--- config.mk ---
export PLATFORM = sky130hd
export DESIGN_NAME = utf8_stream_decoder_unit
export DESIGN_NICKNAME = d
export VERILOG_FILES = /design/src/rtl/utf8d_pkg.sv /design/src/rtl/utf8_stream_decoder_unit.sv
export SDC_FILE = /design/constraint.sdc
export NUM_CORES = 1
export LEC_CHECK = 0
export BUFFER_PORTS_ARGS = -buffer_cell sky130_fd_sc_hd__buf_2
export CAP_MARGIN = 20
export CORE_MARGIN = 1.5
export CORE_UTILIZATION = 51
export DETAILED_ROUTE_END_ITERATION = 8
export GPL_TIMING_DRIVEN = 0
export PLACE_DENSITY = 0.81
export RECOVER_POWER = 25
export REMOVE_ABC_BUFFERS = 1
export SLEW_MARGIN = 25
export SYNTH_ARGS = -nofsm -noshare
export SYNTH_HDL_FRONTEND = slang
export SYNTH_SLANG_ARGS = --single-unit
--- constraint.sdc ---
create_clock -name clk -period 3.8 [get_ports clk]
set_clock_uncertainty 0.2 [all_clocks]
set_input_delay 0.76 -clock clk [delete_from_list [all_inputs] [get_ports clk]]
set_output_delay 0.76 -clock clk [all_outputs]
set_load 0.01 [all_outputs]
--- src/rtl/utf8d_pkg.sv ---
// ----------------------------------------------------------------------------
// utf8d_pkg: shared constants for the UTF-8 stream decoder
// Field widths, lead byte masks and the character counter width.
// ----------------------------------------------------------------------------
`default_nettype none

package utf8d_pkg;

	// Width of the saturating character counter (4 to 32).
	localparam int COUNT_BITS = 16;

	localparam int BYTE_W     = 8;
	localparam int CP_W       = 22;
	localparam int VAL_W      = 21;
	localparam int NUM_W      = 16;
	localparam int OUT_DATA_W = 40;  // code_point + char_number, padded to bytes

	localparam logic [7:0] LEAD2_MASK = 8'h1F;
	localparam logic [7:0] LEAD3_MASK = 8'h0F;
	localparam logic [7:0] LEAD4_MASK = 8'h07;

	localparam logic [CP_W-1:0] CP_INVALID = {CP_W{1'b1}};

	typedef logic [1:0] pend_t;

	localparam pend_t PEND_NONE  = 2'd0;
	localparam pend_t PEND_ONE   = 2'd1;
	localparam pend_t PEND_TWO   = 2'd2;
	localparam pend_t PEND_THREE = 2'd3;

endpackage : utf8d_pkg

`default_nettype wire

--- src/rtl/utf8_stream_decoder_unit.sv ---
// ----------------------------------------------------------------------------
// utf8_stream_decoder_unit: UTF-8 byte stream to code point decoder
// Takes one text byte per beat and returns one code point per character,
// with a saturating one-based character number.
// ----------------------------------------------------------------------------
//
//  channel  | dir | tdata (low bit up)                      | tlast
//  ---------+-----+-----------------------------------------+-----------
//  s_axis   | in  | text_byte[7:0]                          | last_byte
//  m_axis   | out | code_point[21:0], char_number[37:22],   | text_end
//           |     | zero pad [39:38]                        |
//
// Each byte is decoded in the cycle it is accepted; a result appears on
// m_axis the cycle after its final byte, and one byte per cycle is sustained
// while m_axis does not stall. The single output register sets the rate:
// s_axis_tready is high whenever that register is empty or being drained.
// arst_n clears the pending count, partial value, counter and output valid.
// A stall on m_axis holds the result and stops intake only while it lasts.
//
`default_nettype none

module utf8_stream_decoder_unit (
	input  wire logic        clk,
	input  wire logic        arst_n,
	// input bytes
	input  wire logic        s_axis_tvalid,
	output logic             s_axis_tready,
	input  wire logic [7:0]  s_axis_tdata,   // [7:0] text_byte
	input  wire logic        s_axis_tlast,   // last_byte
	// decoded characters
	output logic             m_axis_tvalid,
	input  wire logic        m_axis_tready,
	output logic [39:0]      m_axis_tdata,   // [21:0] code_point, [37:22] char_number
	output logic             m_axis_tlast    // text_end
);

	localparam int CW = utf8d_pkg::COUNT_BITS;

	// decoder state
	utf8d_pkg::pend_t                  pend_q;
	logic [utf8d_pkg::VAL_W-1:0]       part_q;
	logic [CW-1:0]                     cnt_q;

	// result register
	logic                              out_vld_q;
	logic [utf8d_pkg::CP_W-1:0]        out_cp_q;
	logic [utf8d_pkg::NUM_W-1:0]       out_num_q;
	logic                              out_end_q;

	logic                              acc;
	logic [7:0]                        b;
	utf8d_pkg::pend_t                  pend_d;
	logic [utf8d_pkg::VAL_W-1:0]       part_d;
	logic                              emit;
	logic [utf8d_pkg::CP_W-1:0]        cp_d;
	logic [utf8d_pkg::VAL_W-1:0]       flush_val;
	logic [CW-1:0]                     cnt_inc;
	logic [CW+utf8d_pkg::NUM_W-1:0]    cnt_ext;

	// accept while the result register is empty or being taken
	assign s_axis_tready = !out_vld_q || m_axis_tready;
	assign acc           = s_axis_tvalid && s_axis_tready;
	assign b             = s_axis_tdata;

	// decode one byte against the pending state
	always_comb begin
		pend_d = pend_q;
		part_d = part_q;
		emit   = 1'b0;
		cp_d   = '0;
		if (pend_q != utf8d_pkg::PEND_NONE) begin
			// following byte: shift in its low six bits, no check
			part_d = {part_q[utf8d_pkg::VAL_W-7:0], b[5:0]};
			pend_d = pend_q - 2'd1;
			if (pend_d == utf8d_pkg::PEND_NONE) begin
				emit = 1'b1;
				cp_d = {1'b0, part_d};
			end
		end else begin
			case (b) inside
				[8'h00:8'h7F]: begin
					emit = 1'b1;
					cp_d = {{(utf8d_pkg::CP_W-8){1'b0}}, b};
				end
				[8'h80:8'hBF]: begin
					// stray continuation byte: drop it
				end
				[8'hC0:8'hDF]: begin
					pend_d = utf8d_pkg::PEND_ONE;
					part_d = {{(utf8d_pkg::VAL_W-8){1'b0}}, b & utf8d_pkg::LEAD2_MASK};
				end
				[8'hE0:8'hEF]: begin
					pend_d = utf8d_pkg::PEND_TWO;
					part_d = {{(utf8d_pkg::VAL_W-8){1'b0}}, b & utf8d_pkg::LEAD3_MASK};
				end
				[8'hF0:8'hF7]: begin
					pend_d = utf8d_pkg::PEND_THREE;
					part_d = {{(utf8d_pkg::VAL_W-8){1'b0}}, b & utf8d_pkg::LEAD4_MASK};
				end
				default: begin
					emit = 1'b1;
					cp_d = utf8d_pkg::CP_INVALID;
				end
			endcase
		end

		// unfinished character at end of text: pad missing groups with zero
		case (pend_d)
			utf8d_pkg::PEND_ONE:   flush_val = {part_d[utf8d_pkg::VAL_W-7:0], 6'd0};
			utf8d_pkg::PEND_TWO:   flush_val = {part_d[utf8d_pkg::VAL_W-13:0], 12'd0};
			utf8d_pkg::PEND_THREE: flush_val = {part_d[utf8d_pkg::VAL_W-19:0], 18'd0};
			default:               flush_val = part_d;
		endcase
		if (s_axis_tlast && pend_d != utf8d_pkg::PEND_NONE) begin
			emit = 1'b1;
			cp_d = {1'b0, flush_val};
		end
	end

	// saturating count; only the low 16 bits are shown
	assign cnt_inc = (cnt_q == {CW{1'b1}}) ? cnt_q : cnt_q + {{(CW-1){1'b0}}, 1'b1};
	assign cnt_ext = {{utf8d_pkg::NUM_W{1'b0}}, cnt_inc};

	always_ff @(posedge clk or negedge arst_n) begin
		if (!arst_n) begin
			pend_q <= utf8d_pkg::PEND_NONE;
			part_q <= '0;
			cnt_q  <= '0;
		end else if (acc) begin
			if (s_axis_tlast) begin
				// end of text: back to the reset state
				pend_q <= utf8d_pkg::PEND_NONE;
				part_q <= '0;
				cnt_q  <= '0;
			end else begin
				pend_q <= pend_d;
				part_q <= part_d;
				if (emit) begin
					cnt_q <= cnt_inc;
				end
			end
		end
	end

	always_ff @(posedge clk or negedge arst_n) begin
		if (!arst_n) begin
			out_vld_q <= 1'b0;
		end else if (acc) begin
			out_vld_q <= emit;
		end else if (m_axis_tready) begin
			out_vld_q <= 1'b0;
		end
	end

	// payload: load a fresh result, otherwise hold
	always_ff @(posedge clk) begin
		if (acc && emit) begin
			out_cp_q  <= cp_d;
			out_num_q <= cnt_ext[utf8d_pkg::NUM_W-1:0];
			out_end_q <= s_axis_tlast;
		end
	end

	assign m_axis_tvalid = out_vld_q;
	assign m_axis_tdata  = {2'b00, out_num_q, out_cp_q};
	assign m_axis_tlast  = out_end_q;

endmodule : utf8_stream_decoder_unit

`default_nettype wire

# --- Yosys cells after proc, flatten, opt, wreduce, memory -nomap -nowiden ---
# Cells that the tools add are included.
word_totals:
  latch_bits: 0
  reg_bits: 79
  n_memories: 0
  in_bits: 13
  word_cells: 76
  output_inout_bits: 43
  ram_bits: 0
  romBits: 0
classes:
  mux: 36
  n_bitwise: 0
  div_mod_pow: 0
  n_lt_le_gt_ge: 10
  addsub: 2
  mul: 0
  reduce_logical: 16
  shifts: 0
  eq_ne: 4
op_table:
  columns: ["op", "n"]
  rows:
  - ["$mux W21", 9]
  - ["$mux W22", 6]
  - ["$pmux W21 S3", 1]
  - ["$mux W16", 3]
  - ["$ge A8 B8 Y1 const B", 4]
  - ["$le A8 B8 Y1 const B", 4]
  - ["$add A16 B1 Y16 const B", 1]
  - ["$eq A16 B16 Y1 const B", 1]
  - ["$mux W2", 7]
  - ["$mux W1", 10]
  - ["$ge A8 B1 Y1 const B", 1]
  - ["$le A8 B7 Y1 const B", 1]
  - ["$logic_and A1 B1 Y1", 8]
  - ["$reduce_bool A2 Y1", 4]
  - ["$eq A2 B2 Y1 const B", 2]
  - ["$eq A2 B1 Y1 const B", 1]
  - ["$logic_not A2 Y1", 1]
  - ["$reduce_and A2 Y1", 1]
  - ["$sub A2 B1 Y2 const B", 1]
  - ["$logic_not A1 Y1", 1]
  - ["$logic_or A1 B1 Y1", 1]

# --- Depth between registers and ports, before layout ---
# Gate-level depths: netlist of the first run.
logic_depth:
  ltp_word: 13
  mapped_depth: 8
  depth_no_buf: 6

# --- Worst setup path before layout of the first run ---
# No wires, ideal clock.
synth_timing:
  path_type: "input to register"
  startpoint: "input port m_axis_tready"
  endpoint: "register out_end_q, in the netlist m_axis_tlast (enable)"
  n_path_buf: 2
  path_stages: 5
  setup_slack_ns: -0.268
  setup_ns: 0.448
  arrival_ns: 3.420
  required_ns: 3.152
  path_cell_list: "nand2b_1 > nand2_1 > clkbuf_1 > buf_1 > a21oi_1"
synth_between:
  elab_chain_cells: 3
synth_lines:
  columns: ["item", "line", "rtl"]
  rows:
  - ["from (decl)", "utf8_stream_decoder_unit.sv:32", "input wire logic m_axis_tready,"]
  - ["$logic_or A1 B1 Y1", "utf8_stream_decoder_unit.sv:61", "assign s_axis_tready = !out_vld_q || m_axis_tready;"]
  - ["$logic_and A1 B1 Y1", "utf8_stream_decoder_unit.sv:62", "assign acc = s_axis_tvalid && s_axis_tready;"]
  - ["$logic_and A1 B1 Y1", "utf8_stream_decoder_unit.sv:157", "if (acc && emit) begin"]
  - ["to (signal assigned)", "utf8_stream_decoder_unit.sv:160", "out_end_q <= s_axis_tlast;"]
  - ["to (decl)", "utf8_stream_decoder_unit.sv:48", "logic out_end_q;"]
# No other way between the ends.
# A chain may end at the register's enable or synchronous reset.

# --- Worst setup path after layout of the first run ---
layout_timing:
  startpoint: "input port s_axis_tlast"
  endpoint: "register out_cp_q[17] (netlist name) (enable)"
layout_between:
  elab_chain_cells: 3
layout_lines:
  columns: ["item", "line", "rtl"]
  rows:
  - ["from (decl)", "utf8_stream_decoder_unit.sv:29", "input wire logic s_axis_tlast,"]
  - ["$logic_and A1 B1 Y1", "utf8_stream_decoder_unit.sv:114", "if (s_axis_tlast && pend_d != utf8d_pkg::PEND_NONE) begin"]
  - ["$mux W1", "utf8_stream_decoder_unit.sv:114", null]
  - ["$logic_and A1 B1 Y1", "utf8_stream_decoder_unit.sv:157", null]
  - ["to (signal assigned)", "utf8_stream_decoder_unit.sv:158", "out_cp_q <= cp_d;"]
  - ["to (decl)", "utf8_stream_decoder_unit.sv:46", "logic [utf8d_pkg::CP_W-1:0] out_cp_q;"]
# No other way between the ends.

==> results of run 1 <==
-- cells in the final DEF (no fill, tap or decap), types with 5 or more instances in the layout --
cell / n
buf_2: 40
nand2_1: 58
o21ai_0: 26
nand4_1: 9
xnor2_1: 9
nor2b_1: 5
clkbuf_1: 14
a22oi_1: 16
or3_1: 8
nor2_1: 18
nand3_1: 17
clkbuf_8: 10
a21oi_1: 26
dfrtp_1: 34
inv_1: 9
edfxtp_1: 39
a21o_1: 6
-- path summary, 6_finish.rpt --
path	from	to	slack, ns	cells past startpoint
min	part_q[13]$_DFFE_PN0P_	part_q[13]$_DFFE_PN0P_	0.32	1
min in group asynchronous	arst_n	pend_q[0]$_DFFE_PN0P_	0.74	1
max in group asynchronous	arst_n	cnt_q[12]$_DFFE_PN0P_	1.52	1
max	s_axis_tlast	out_cp_q[17]$_DFFE_PP_	0.55	5
min reg2reg	part_q[13]$_DFFE_PN0P_	part_q[13]$_DFFE_PN0P_	0.32	1
max reg2reg	pend_q[1]$_DFFE_PN0P_	out_cp_q[18]$_DFFE_PP_	0.88	5
-- logic make-up after synthesis --
kind of cell    share of synthesized area (%)
flops                                    53.5
xor+xnor                                 2.55
fa+ha+maj                               0.331
simple gates                             18.5
mux                                      1.36
compound gates                           19.1
buf+inv                                  4.57
other cells                            0.0992
-- where the power goes --
part           switching (µW)  internal [µW]  leakage [µW]  total [µW]
clock network             295            319     0.0000970         615
registers                75.9            919      0.000839         995
logic                     187            109      0.000766         296
-- critical path, stage by stage --
cell	delay, ns
clkbuf_1	0.73
nor2b_1	0.35
a32oi_1	0.30
a21oi_4	0.70
buf_16	0.25
-- layer usage --
layer	up-vias	wire length, µm	global-route usage (%)
li1	1481	-	-
met4	0	206	9.93
met5	-	0	0
met2	176	3900	34.7
met1	1453	3720	31.7
met3	23	806	5.91
-- registers in the layout (all words and copies together) (netlist names) --
register       flops
out_cp_q          22
cnt_q             16
out_num_q         16
part_q            15
pend_q             2
m_axis_tlast       1
m_axis_tvalid      1
-- layout make-up --
type                            instances  area (µm²)  share of cell area (%)
Inverter                               10        37.5                   0.882
Sequential cell                        73        2020                    47.5
Timing Repair Buffer                   54         277                    6.49
Tap cell                               99         124                    2.91
Multi-Input combinational cell        271        1600                    37.6
Clock buffer                           11         141                    3.32
Clock inverter                          5        55.1                    1.29
-- stage by stage --
| stage | setup slack, ns | utilization, % |
|---|---|---|
| final | 0.545 | 59.0 |
| after global routing | 0.391 | 59.0 |
| after CTS | 0.952 | 59.2 |
| after detailed placement | 0.628 | 56.5 |
| after global placement | -1.37 | 55.9 |
| after floorplan | -0.255 | - |
==> impl_metrics.csv, run 1 <==
group,metric,value,unit
route,drc,0,
status,failed_checks,"max-capacitance violations, max-slew violations",
placed_design,post-dp-hpwl,5.62,mm
sta,fmax,307,MHz
route,via_count,3133,
power_and_ir_drop,ir_drop,0.198,mV
route,wire_per_inst,16.5,µm
min_path,holdCritPathClass,"flop to flop",
sta,fin_crit,3.25,ns
placed_design,dpl.cell_count,507,
synth,synth.area.top_cells,"edfxtp_1 31%, dfrtp_1 23%, nand2_1 5.8%",
sta,tns,0,ns
global_routing,grt_max_degree,35,
clock_tree,cts.sink_count,73,
synth,synth-edff-count,39,
floorplan,core_area,7210,µm²
sta,relSlewSlack,-31.1,%
synth,synth.avg_cell_area,9.89,µm²
clock_tree,cts_root_buffer,"clkbuf_8",
clock_tree,clockBufferDepth,2,
layout,antenna_cells,0,
synth,synth-async-reset-ratio,46.6,%
global_routing,grt_pass1_wl,13.8,mm
route,drt_first_iter_violations,369,
synth,ys_top_cells_by_count,"58 x nand2_1, 39 x edfxtp_1, 34 x dfrtp_1, 27 x a21oi_1, 26 x o21ai_0",
clock_tree,clk-insertion-delay-late,0.36,ns
sta,slew_viol_final,35,
layout,fin_nets,433,
layout,final_area,4260,µm²
sta,worstMarginPinSlew,1.97,ns
power_and_ir_drop,p_leak,0.00170,µW
sta,finalHoldViolCount,0,
route,postRouteAntennaNets,0,
route,totalWireLength,8.64,mm
layout,stdcell_count,523,
sta,setup_viol,0,
layout,final_layout_size_suffix_gt1_share,15.6,%
power_and_ir_drop,total_power,1910,µW
job,cap_violations,1,
sta,grt_setup_unrepaired,"no",
synth,ys_ff_latch,73,
worst_setup_path,cp-start-kind,"input port",
global_routing,antenna_found_initial,0,
synth,ys_seq_area_share,53.5,%
layout,nFillCells,616,
status,status,"complete, but fails checks",
route,avgViaCountPerCell,5.99,
clock_tree,htreeDepth,3,
synth,yosys_warnings,0,
placed_design,post_dp_cell_area,4080,µm²
clock_tree,clkSlewWorstSetupHoldPaths,0.08,ns
clock_tree,cts.repair.resized,0,
clock_tree,cts_buffers,9,
placed_design,gp_congestion,0.875,
synth,yosys.area.top_type,"edfxtp_1",
worst_setup_path,arrival,3.12,ns
global_routing,track_usage,23.0,%
layout,area_growth,12.7,%
worst_setup_path,crit_required,3.66,ns
floorplan,io_pins,56,
worst_setup_path,critPathMaxFanout,22,
route,firstDrtPassIters,5,
floorplan,fp.dieH,89.1,µm
synth,synth_cells,382,
clock_tree,cts_hold_buf,0,
synth,yosys.area.top_type_share,31.0,%
worst_setup_path,crit_type,"input port to flop",
sta,hold_ws,0.317,ns
floorplan,dieArea,7930,µm²
placed_design,numPortBuffers,53,
worst_setup_path,end_kind,"flop",
synth,synth_flop_cell,"edfxtp_1",
global_routing,grt_pass1_vias,2812,
sta,period_share,85.6,%
clock_tree,cts_tree,"done",
synth,yosysMostFrequentCell,"nand2_1",
floorplan,die_width,89.1,µm
global_routing,grt-ovfl-total,0,
floorplan,fp-row-count,31,
floorplan,start_util,52.4,%
synth,synth.distinct_cells,56,
clock_tree,cts_setup_buffers,0,
synth,syn_area,3780,µm²
power_and_ir_drop,power.density,448,nW/µm²
(Power assumes the default switching activity.)
==> inputs of run 2 (changes only) <==
Settings changed: CORE_ASPECT_RATIO set to 0.9, CORE_UTILIZATION 51 to 35, PLACE_DENSITY 0.81 to 0.61.
==> impl_metrics.csv, run 2 (synthesis gave the netlist of run 1 again) <==
group,metric,value,unit
status,status,"complete, but fails checks",
status,failed_checks,"design-rule violations, max-capacitance violations, max-slew violations",
clock_tree,cts_root_buffer,"clkbuf_16",
placed_design,numPortBuffers,53,
sta,slew_viol_final,35,
floorplan,io_pins,56,
route,totalWireLength,9.25,mm
worst_setup_path,arrival,3.09,ns
global_routing,grt-ovfl-total,0,
worst_setup_path,critPathBufInv,2,
power_and_ir_drop,ir_drop,0.252,mV
sta,hold_ws,0.296,ns
floorplan,fp-row-count,35,
clock_tree,clockBufferDepth,2,
global_routing,grt_pass1_wl,15.1,mm
global_routing,grt_max_degree,35,
min_path,hold_start,"part_q[13]$_DFFE_PN0P_",
route,avgViaCountPerCell,5.55,
worst_setup_path,max_stage_delay,0.74,ns
route,wire_per_inst,16.7,µm
power_and_ir_drop,power_frac_seq,43.7,%
min_path,whs_path_depth,1,
power_and_ir_drop,power.internal,1690,µW
global_routing,antenna_found_initial,0,
clock_tree,cts.sink_count,73,
power_and_ir_drop,combPwrFrac,13.2,%
worst_setup_path,crit_chain,"clkbuf_1 -> nor2b_1 -> a32oi_1 -> a21oi_4 -> buf_16",
floorplan,start_util,36.4,%
layout,nFillCells,990,
route,via_count,3067,
power_and_ir_drop,p_leak,0.00178,µW
layout,stdcell_count,553,
clock_tree,cts_tree,"done",
power_and_ir_drop,clockPowerShare,43.1,%
placed_design,post-dp-hpwl,6.00,mm
min_path,whs_endpoint,"part_q[13]$_DFFE_PN0P_",
floorplan,fp.dieH,102,µm
worst_setup_path,rr_endpoint,"out_cp_q[19]$_DFFE_PP_",
min_path,holdCritPathClass,"flop to flop",
placed_design,dpl.cell_count,537,
layout,antenna_cells,0,
sta,period_share,86.1,%
power_and_ir_drop,power.density,512,nW/µm²
layout,regMostFlops,"out_cp_q",
worst_setup_path,crit_type,"input port to flop",
worst_setup_path,reg2reg_depth,5,
route,firstDrtPassIters,9,
layout,area_growth,17.7,%
clock_tree,cts_hold_buf,0,
route,postRouteAntennaNets,0,
sta,fin_crit,3.27,ns
power_and_ir_drop,p_switching,588,µW
clock_tree,htreeDepth,3,
layout,final_cell_mix,"57 x nand2_1, 40 x buf_2, 39 x edfxtp_1, 34 x dfrtp_1",
layout,largest_reg_flops,22,
worst_setup_path,cp-start-kind,"input port",
worst_setup_path,crit-reg2reg-launch,"pend_q[1]$_DFFE_PN0P_",
route,drc,4,
global_routing,track_usage,16.8,%
floorplan,core_area,10400,µm²
placed_design,gp_congestion,0.893,
sta,worstMarginPinSlew,1.96,ns
clock_tree,clk-insertion-delay-late,0.32,ns
worst_setup_path,crit_required,3.62,ns
sta,finalHoldViolCount,0,
worst_setup_path,critPathMaxFanout,24,
floorplan,dieArea,11400,µm²
worst_setup_path,rrSetupSlack,0.74,ns
clock_tree,cts.repair.resized,0,
clock_tree,clkSlewWorstSetupHoldPaths,0.06,ns
floorplan,die_width,113,µm
layout,layout_commonest_cell,"nand2_1",
layout,reg_top3,"out_cp_q (22), cnt_q (16), out_num_q (16)",
sta,setup_viol,0,
layout,final_layout_size_suffix_gt1_share,16.0,%
clock_tree,cts_buffers,9,
sta,fmax,306,MHz
job,cap_violations,1,
sta,relSlewSlack,-30.7,%
worst_setup_path,end_kind,"flop",
layout,fin_nets,433,
worst_setup_path,critPathTopFamily,"buffers and inverters",
clock_tree,cts_setup_buffers,0,
route,drt_first_iter_violations,341,
global_routing,grt_pass1_vias,2767,
sta,grt_setup_unrepaired,"no",
power_and_ir_drop,switching_share,25.8,%
worst_setup_path,slowest_stage,"clkbuf_1",
## run 2: changes by cell type in the layout (fill, tap and decap cells not counted)
cell / before / now
bufinv_16: 1 / 3
clkbuf_16: 0 / 9
clkbuf_8: 10 / 1
clkinvlp_4: 1 / 0
clkinv_1: 2 / 1
nand2_2: 0 / 1
nand2_1: 58 / 57
## run 2: final cells by class
type	instances	area [µm²]	share of cell area, %
Inverter	10	37.5	0.844
Clock buffer	11	243	5.46
Timing Repair Buffer	54	277	6.22
Multi-Input combinational cell	271	1600	36.1
Tap cell	129	161	3.63
Sequential cell	73	2020	45.5
Clock inverter	5	104	2.33
## run 2: power groups by stage
stage / clock (µW) / sequential (µW) / combinational, µW
floorplan: 0 / 1010 / 168
global placement: 0 / 1010 / 285
detailed placement: 0 / 1010 / 301
CTS: 990 / 994 / 303
global route: 1030 / 1010 / 332
finish: 981 / 996 / 301
## run 2: stage by stage
step	utilization (%)	total power (µW)	instance area, µm²	setup TNS (ns)	worst slack, ns
final	42.9	2280	4450	0	0.528
after global routing	42.9	2370	4450	0	0.321
after floorplan	-	1180	3650	-9.93	-0.255
after CTS	43.0	2290	4460	0	0.838
after global placement	39.3	1290	4070	-56.95	-1.46
after detailed placement	39.6	1310	4110	0	0.610
## run 2: how the worst max path moves through the flow
stage | slack [ns] | from | to | cells after the start
final | 0.53 | s_axis_tlast | out_cp_q[19]$_DFFE_PP_ | 5
after global routing | 0.32 | s_axis_tlast | out_cp_q[11]$_DFFE_PP_ | 5
after CTS | 0.84 | pend_q[1]$_DFFE_PN0P_ | out_cp_q[19]$_DFFE_PP_ | 5
after detailed placement | 0.61 | s_axis_tlast | out_num_q[7]$_DFFE_PP_ | 5
after global placement | -1.46 | m_axis_tready | out_cp_q[16]$_DFFE_PP_ | 4
after floorplan | -0.25 | m_axis_tready | m_axis_tlast$_DFFE_PP_ | 3
## run 2: metal layers
metal	global-route usage [%]	vias to the layer above	wire, µm
met5	0	-	0
met1	24.7	1442	4390
met4	5.74	0	163
met2	25.0	137	4030
met3	3.47	14	656
li1	-	1474	-
==> inputs of run 3 (changes only) <==
Settings changed: CORE_UTILIZATION 35 to 25, PLACE_DENSITY 0.61 to 0.49.
==> impl_metrics.csv, run 3 (synthesis gave the netlist of run 1 again) <==
group,metric,value,unit
sta,worstMarginPinSlew,2.04,ns
worst_setup_path,max_stage_delay,0.77,ns
clock_tree,cts.repair.resized,0,
floorplan,io_pins,56,
power_and_ir_drop,total_power,2130,µW
global_routing,grt-ovfl-total,0,
clock_tree,cts_root_buffer,"clkbuf_16",
layout,stdcell_count,623,
power_and_ir_drop,ir_drop,0.207,mV
layout,antenna_cells,0,
sta,finalHoldViolCount,0,
route,drt_first_iter_violations,234,
global_routing,grt_pass1_wl,15.6,mm
placed_design,post-dp-hpwl,6.59,mm
clock_tree,cts_hold_buf,0,
clock_tree,cts.sink_count,73,
worst_setup_path,end_kind,"flop",
layout,reg_top3,"out_cp_q (22), cnt_q (16), out_num_q (16)",
layout,largest_reg_flops,22,
floorplan,core_area,14700,µm²
route,drc,0,
sta,fin_crit,3.05,ns
sta,period_share,80.2,%
sta,tns,0,ns
sta,slew_viol_final,35,
route,firstDrtPassIters,5,
floorplan,fp-row-count,42,
status,failed_checks,"max-capacitance violations, max-slew violations",
worst_setup_path,slowest_stage,"a21oi_2",
job,cap_violations,1,
layout,layout_commonest_cell,"nand2_1",
power_and_ir_drop,power.density,475,nW/µm²
sta,setup_slack,0.753,ns
clock_tree,cts_setup_buffers,0,
global_routing,grt_max_degree,35,
min_path,holdCritPathClass,"flop to flop",
route,avgViaCountPerCell,4.92,
route,postRouteAntennaNets,0,
sta,grt_setup_unrepaired,"no",
floorplan,fp.dieH,120,µm
clock_tree,cts_buffers,9,
layout,area_growth,18.6,%
sta,relSlewSlack,-35.7,%
placed_design,gp_congestion,0.847,
route,via_count,3063,
sta,setup_viol,0,
floorplan,die_width,133,µm
worst_setup_path,crit_type,"flop to flop",
sta,fmax,328,MHz
placed_design,numPortBuffers,53,
layout,nFillCells,1546,
clock_tree,htreeDepth,3,
placed_design,dpl.cell_count,607,
clock_tree,clk-insertion-delay-late,0.33,ns
route,wire_per_inst,15.5,µm
power_and_ir_drop,p_leak,0.00176,µW
global_routing,track_usage,12.4,%
global_routing,grt_pass1_vias,3019,
route,totalWireLength,9.63,mm
clock_tree,cts_tree,"done",
layout,final_cell_mix,"57 x nand2_1, 41 x buf_2, 39 x edfxtp_1, 34 x dfrtp_1",
worst_setup_path,crit_chain,"or2_2 -> a21oi_2 -> a22oi_1 -> o22ai_1 -> a2bb2oi_1",
layout,final_layout_size_suffix_gt1_share,16.2,%
placed_design,dp_slack,0.530,ns
sta,hold_ws,0.291,ns
clock_tree,clkSlewWorstSetupHoldPaths,0.05,ns
floorplan,start_util,25.7,%
floorplan,dieArea,15900,µm²
status,status,"complete, but fails checks",
worst_setup_path,critPathMaxFanout,20,
worst_setup_path,arrival,3.01,ns
global_routing,antenna_found_initial,0,
worst_setup_path,cp-start-kind,"flop",
layout,regMostFlops,"out_cp_q",
layout,fin_nets,434,
worst_setup_path,crit_required,3.76,ns
clock_tree,clockBufferDepth,2,
==> run 3: metal layers <==
| layer | wire (µm) | track usage (%) | vias up |
|---|---|---|---|
| met2 | 4410 | 19.0 | 81 |
| met3 | 540 | 2.79 | 10 |
| met1 | 4550 | 16.9 | 1493 |
| li1 | - | - | 1479 |
| met4 | 134 | 5.56 | 0 |
| met5 | 0 | 0 | - |
==> run 3: stage by stage <==
step	area, µm²	utilization [%]
2_1_floorplan	3650	-
3_3_place_gp	4160	28.3
3_5_place_dp	4200	28.6
4_1_cts	4490	30.5
5_1_grt	4480	30.5
6_report	4480	30.5
==> run 3: path summary, 6_finish.rpt <==
check / start / end / slack (ns) / cells after the start
setup / recovery: pend_q[1]$_DFFE_PN0P_ / out_cp_q[18]$_DFFE_PP_ / 0.75 / 5
hold / removal: part_q[13]$_DFFE_PN0P_ / part_q[13]$_DFFE_PN0P_ / 0.29 / 1
setup reg to reg: pend_q[1]$_DFFE_PN0P_ / out_cp_q[18]$_DFFE_PP_ / 0.75 / 5
hold reg to reg: part_q[13]$_DFFE_PN0P_ / part_q[13]$_DFFE_PN0P_ / 0.29 / 1
max in group asynchronous: arst_n / part_q[3]$_DFFE_PN0P_ / 1.42 / 1
min in group asynchronous: arst_n / cnt_q[12]$_DFFE_PN0P_ / 0.81 / 1
==> run 3: final cells by class <==
class | count | area, µm² | share of cell area (%)
inverters | 10 | 37.5 | 0.837
multi-input cells | 271 | 1600 | 35.8
clock buffers | 12 | 246 | 5.50
flip-flops and latches | 73 | 2020 | 45.1
well taps | 198 | 248 | 5.53
repair buffers | 55 | 280 | 6.25
clock inverters | 4 | 45.0 | 1.00
==> run 3: worst max-delay path: cells and delay by family (launching register included) <==
kind,cells,cell delay (ns)
AND/OR/NAND/NOR,1,0.54
AO/OA/AOI/OAI,4,1.49
flip-flops,1,0.63
==> run 3: report_power, final <==
| part | internal, µW | switching [µW] | total [µW] | leakage (µW) |
|---|---|---|---|---|
| clock | 523 | 312 | 835 | 0.000146 |
| sequential | 921 | 74.3 | 995 | 0.000839 |
| combinational | 109 | 191 | 300 | 0.000772 |
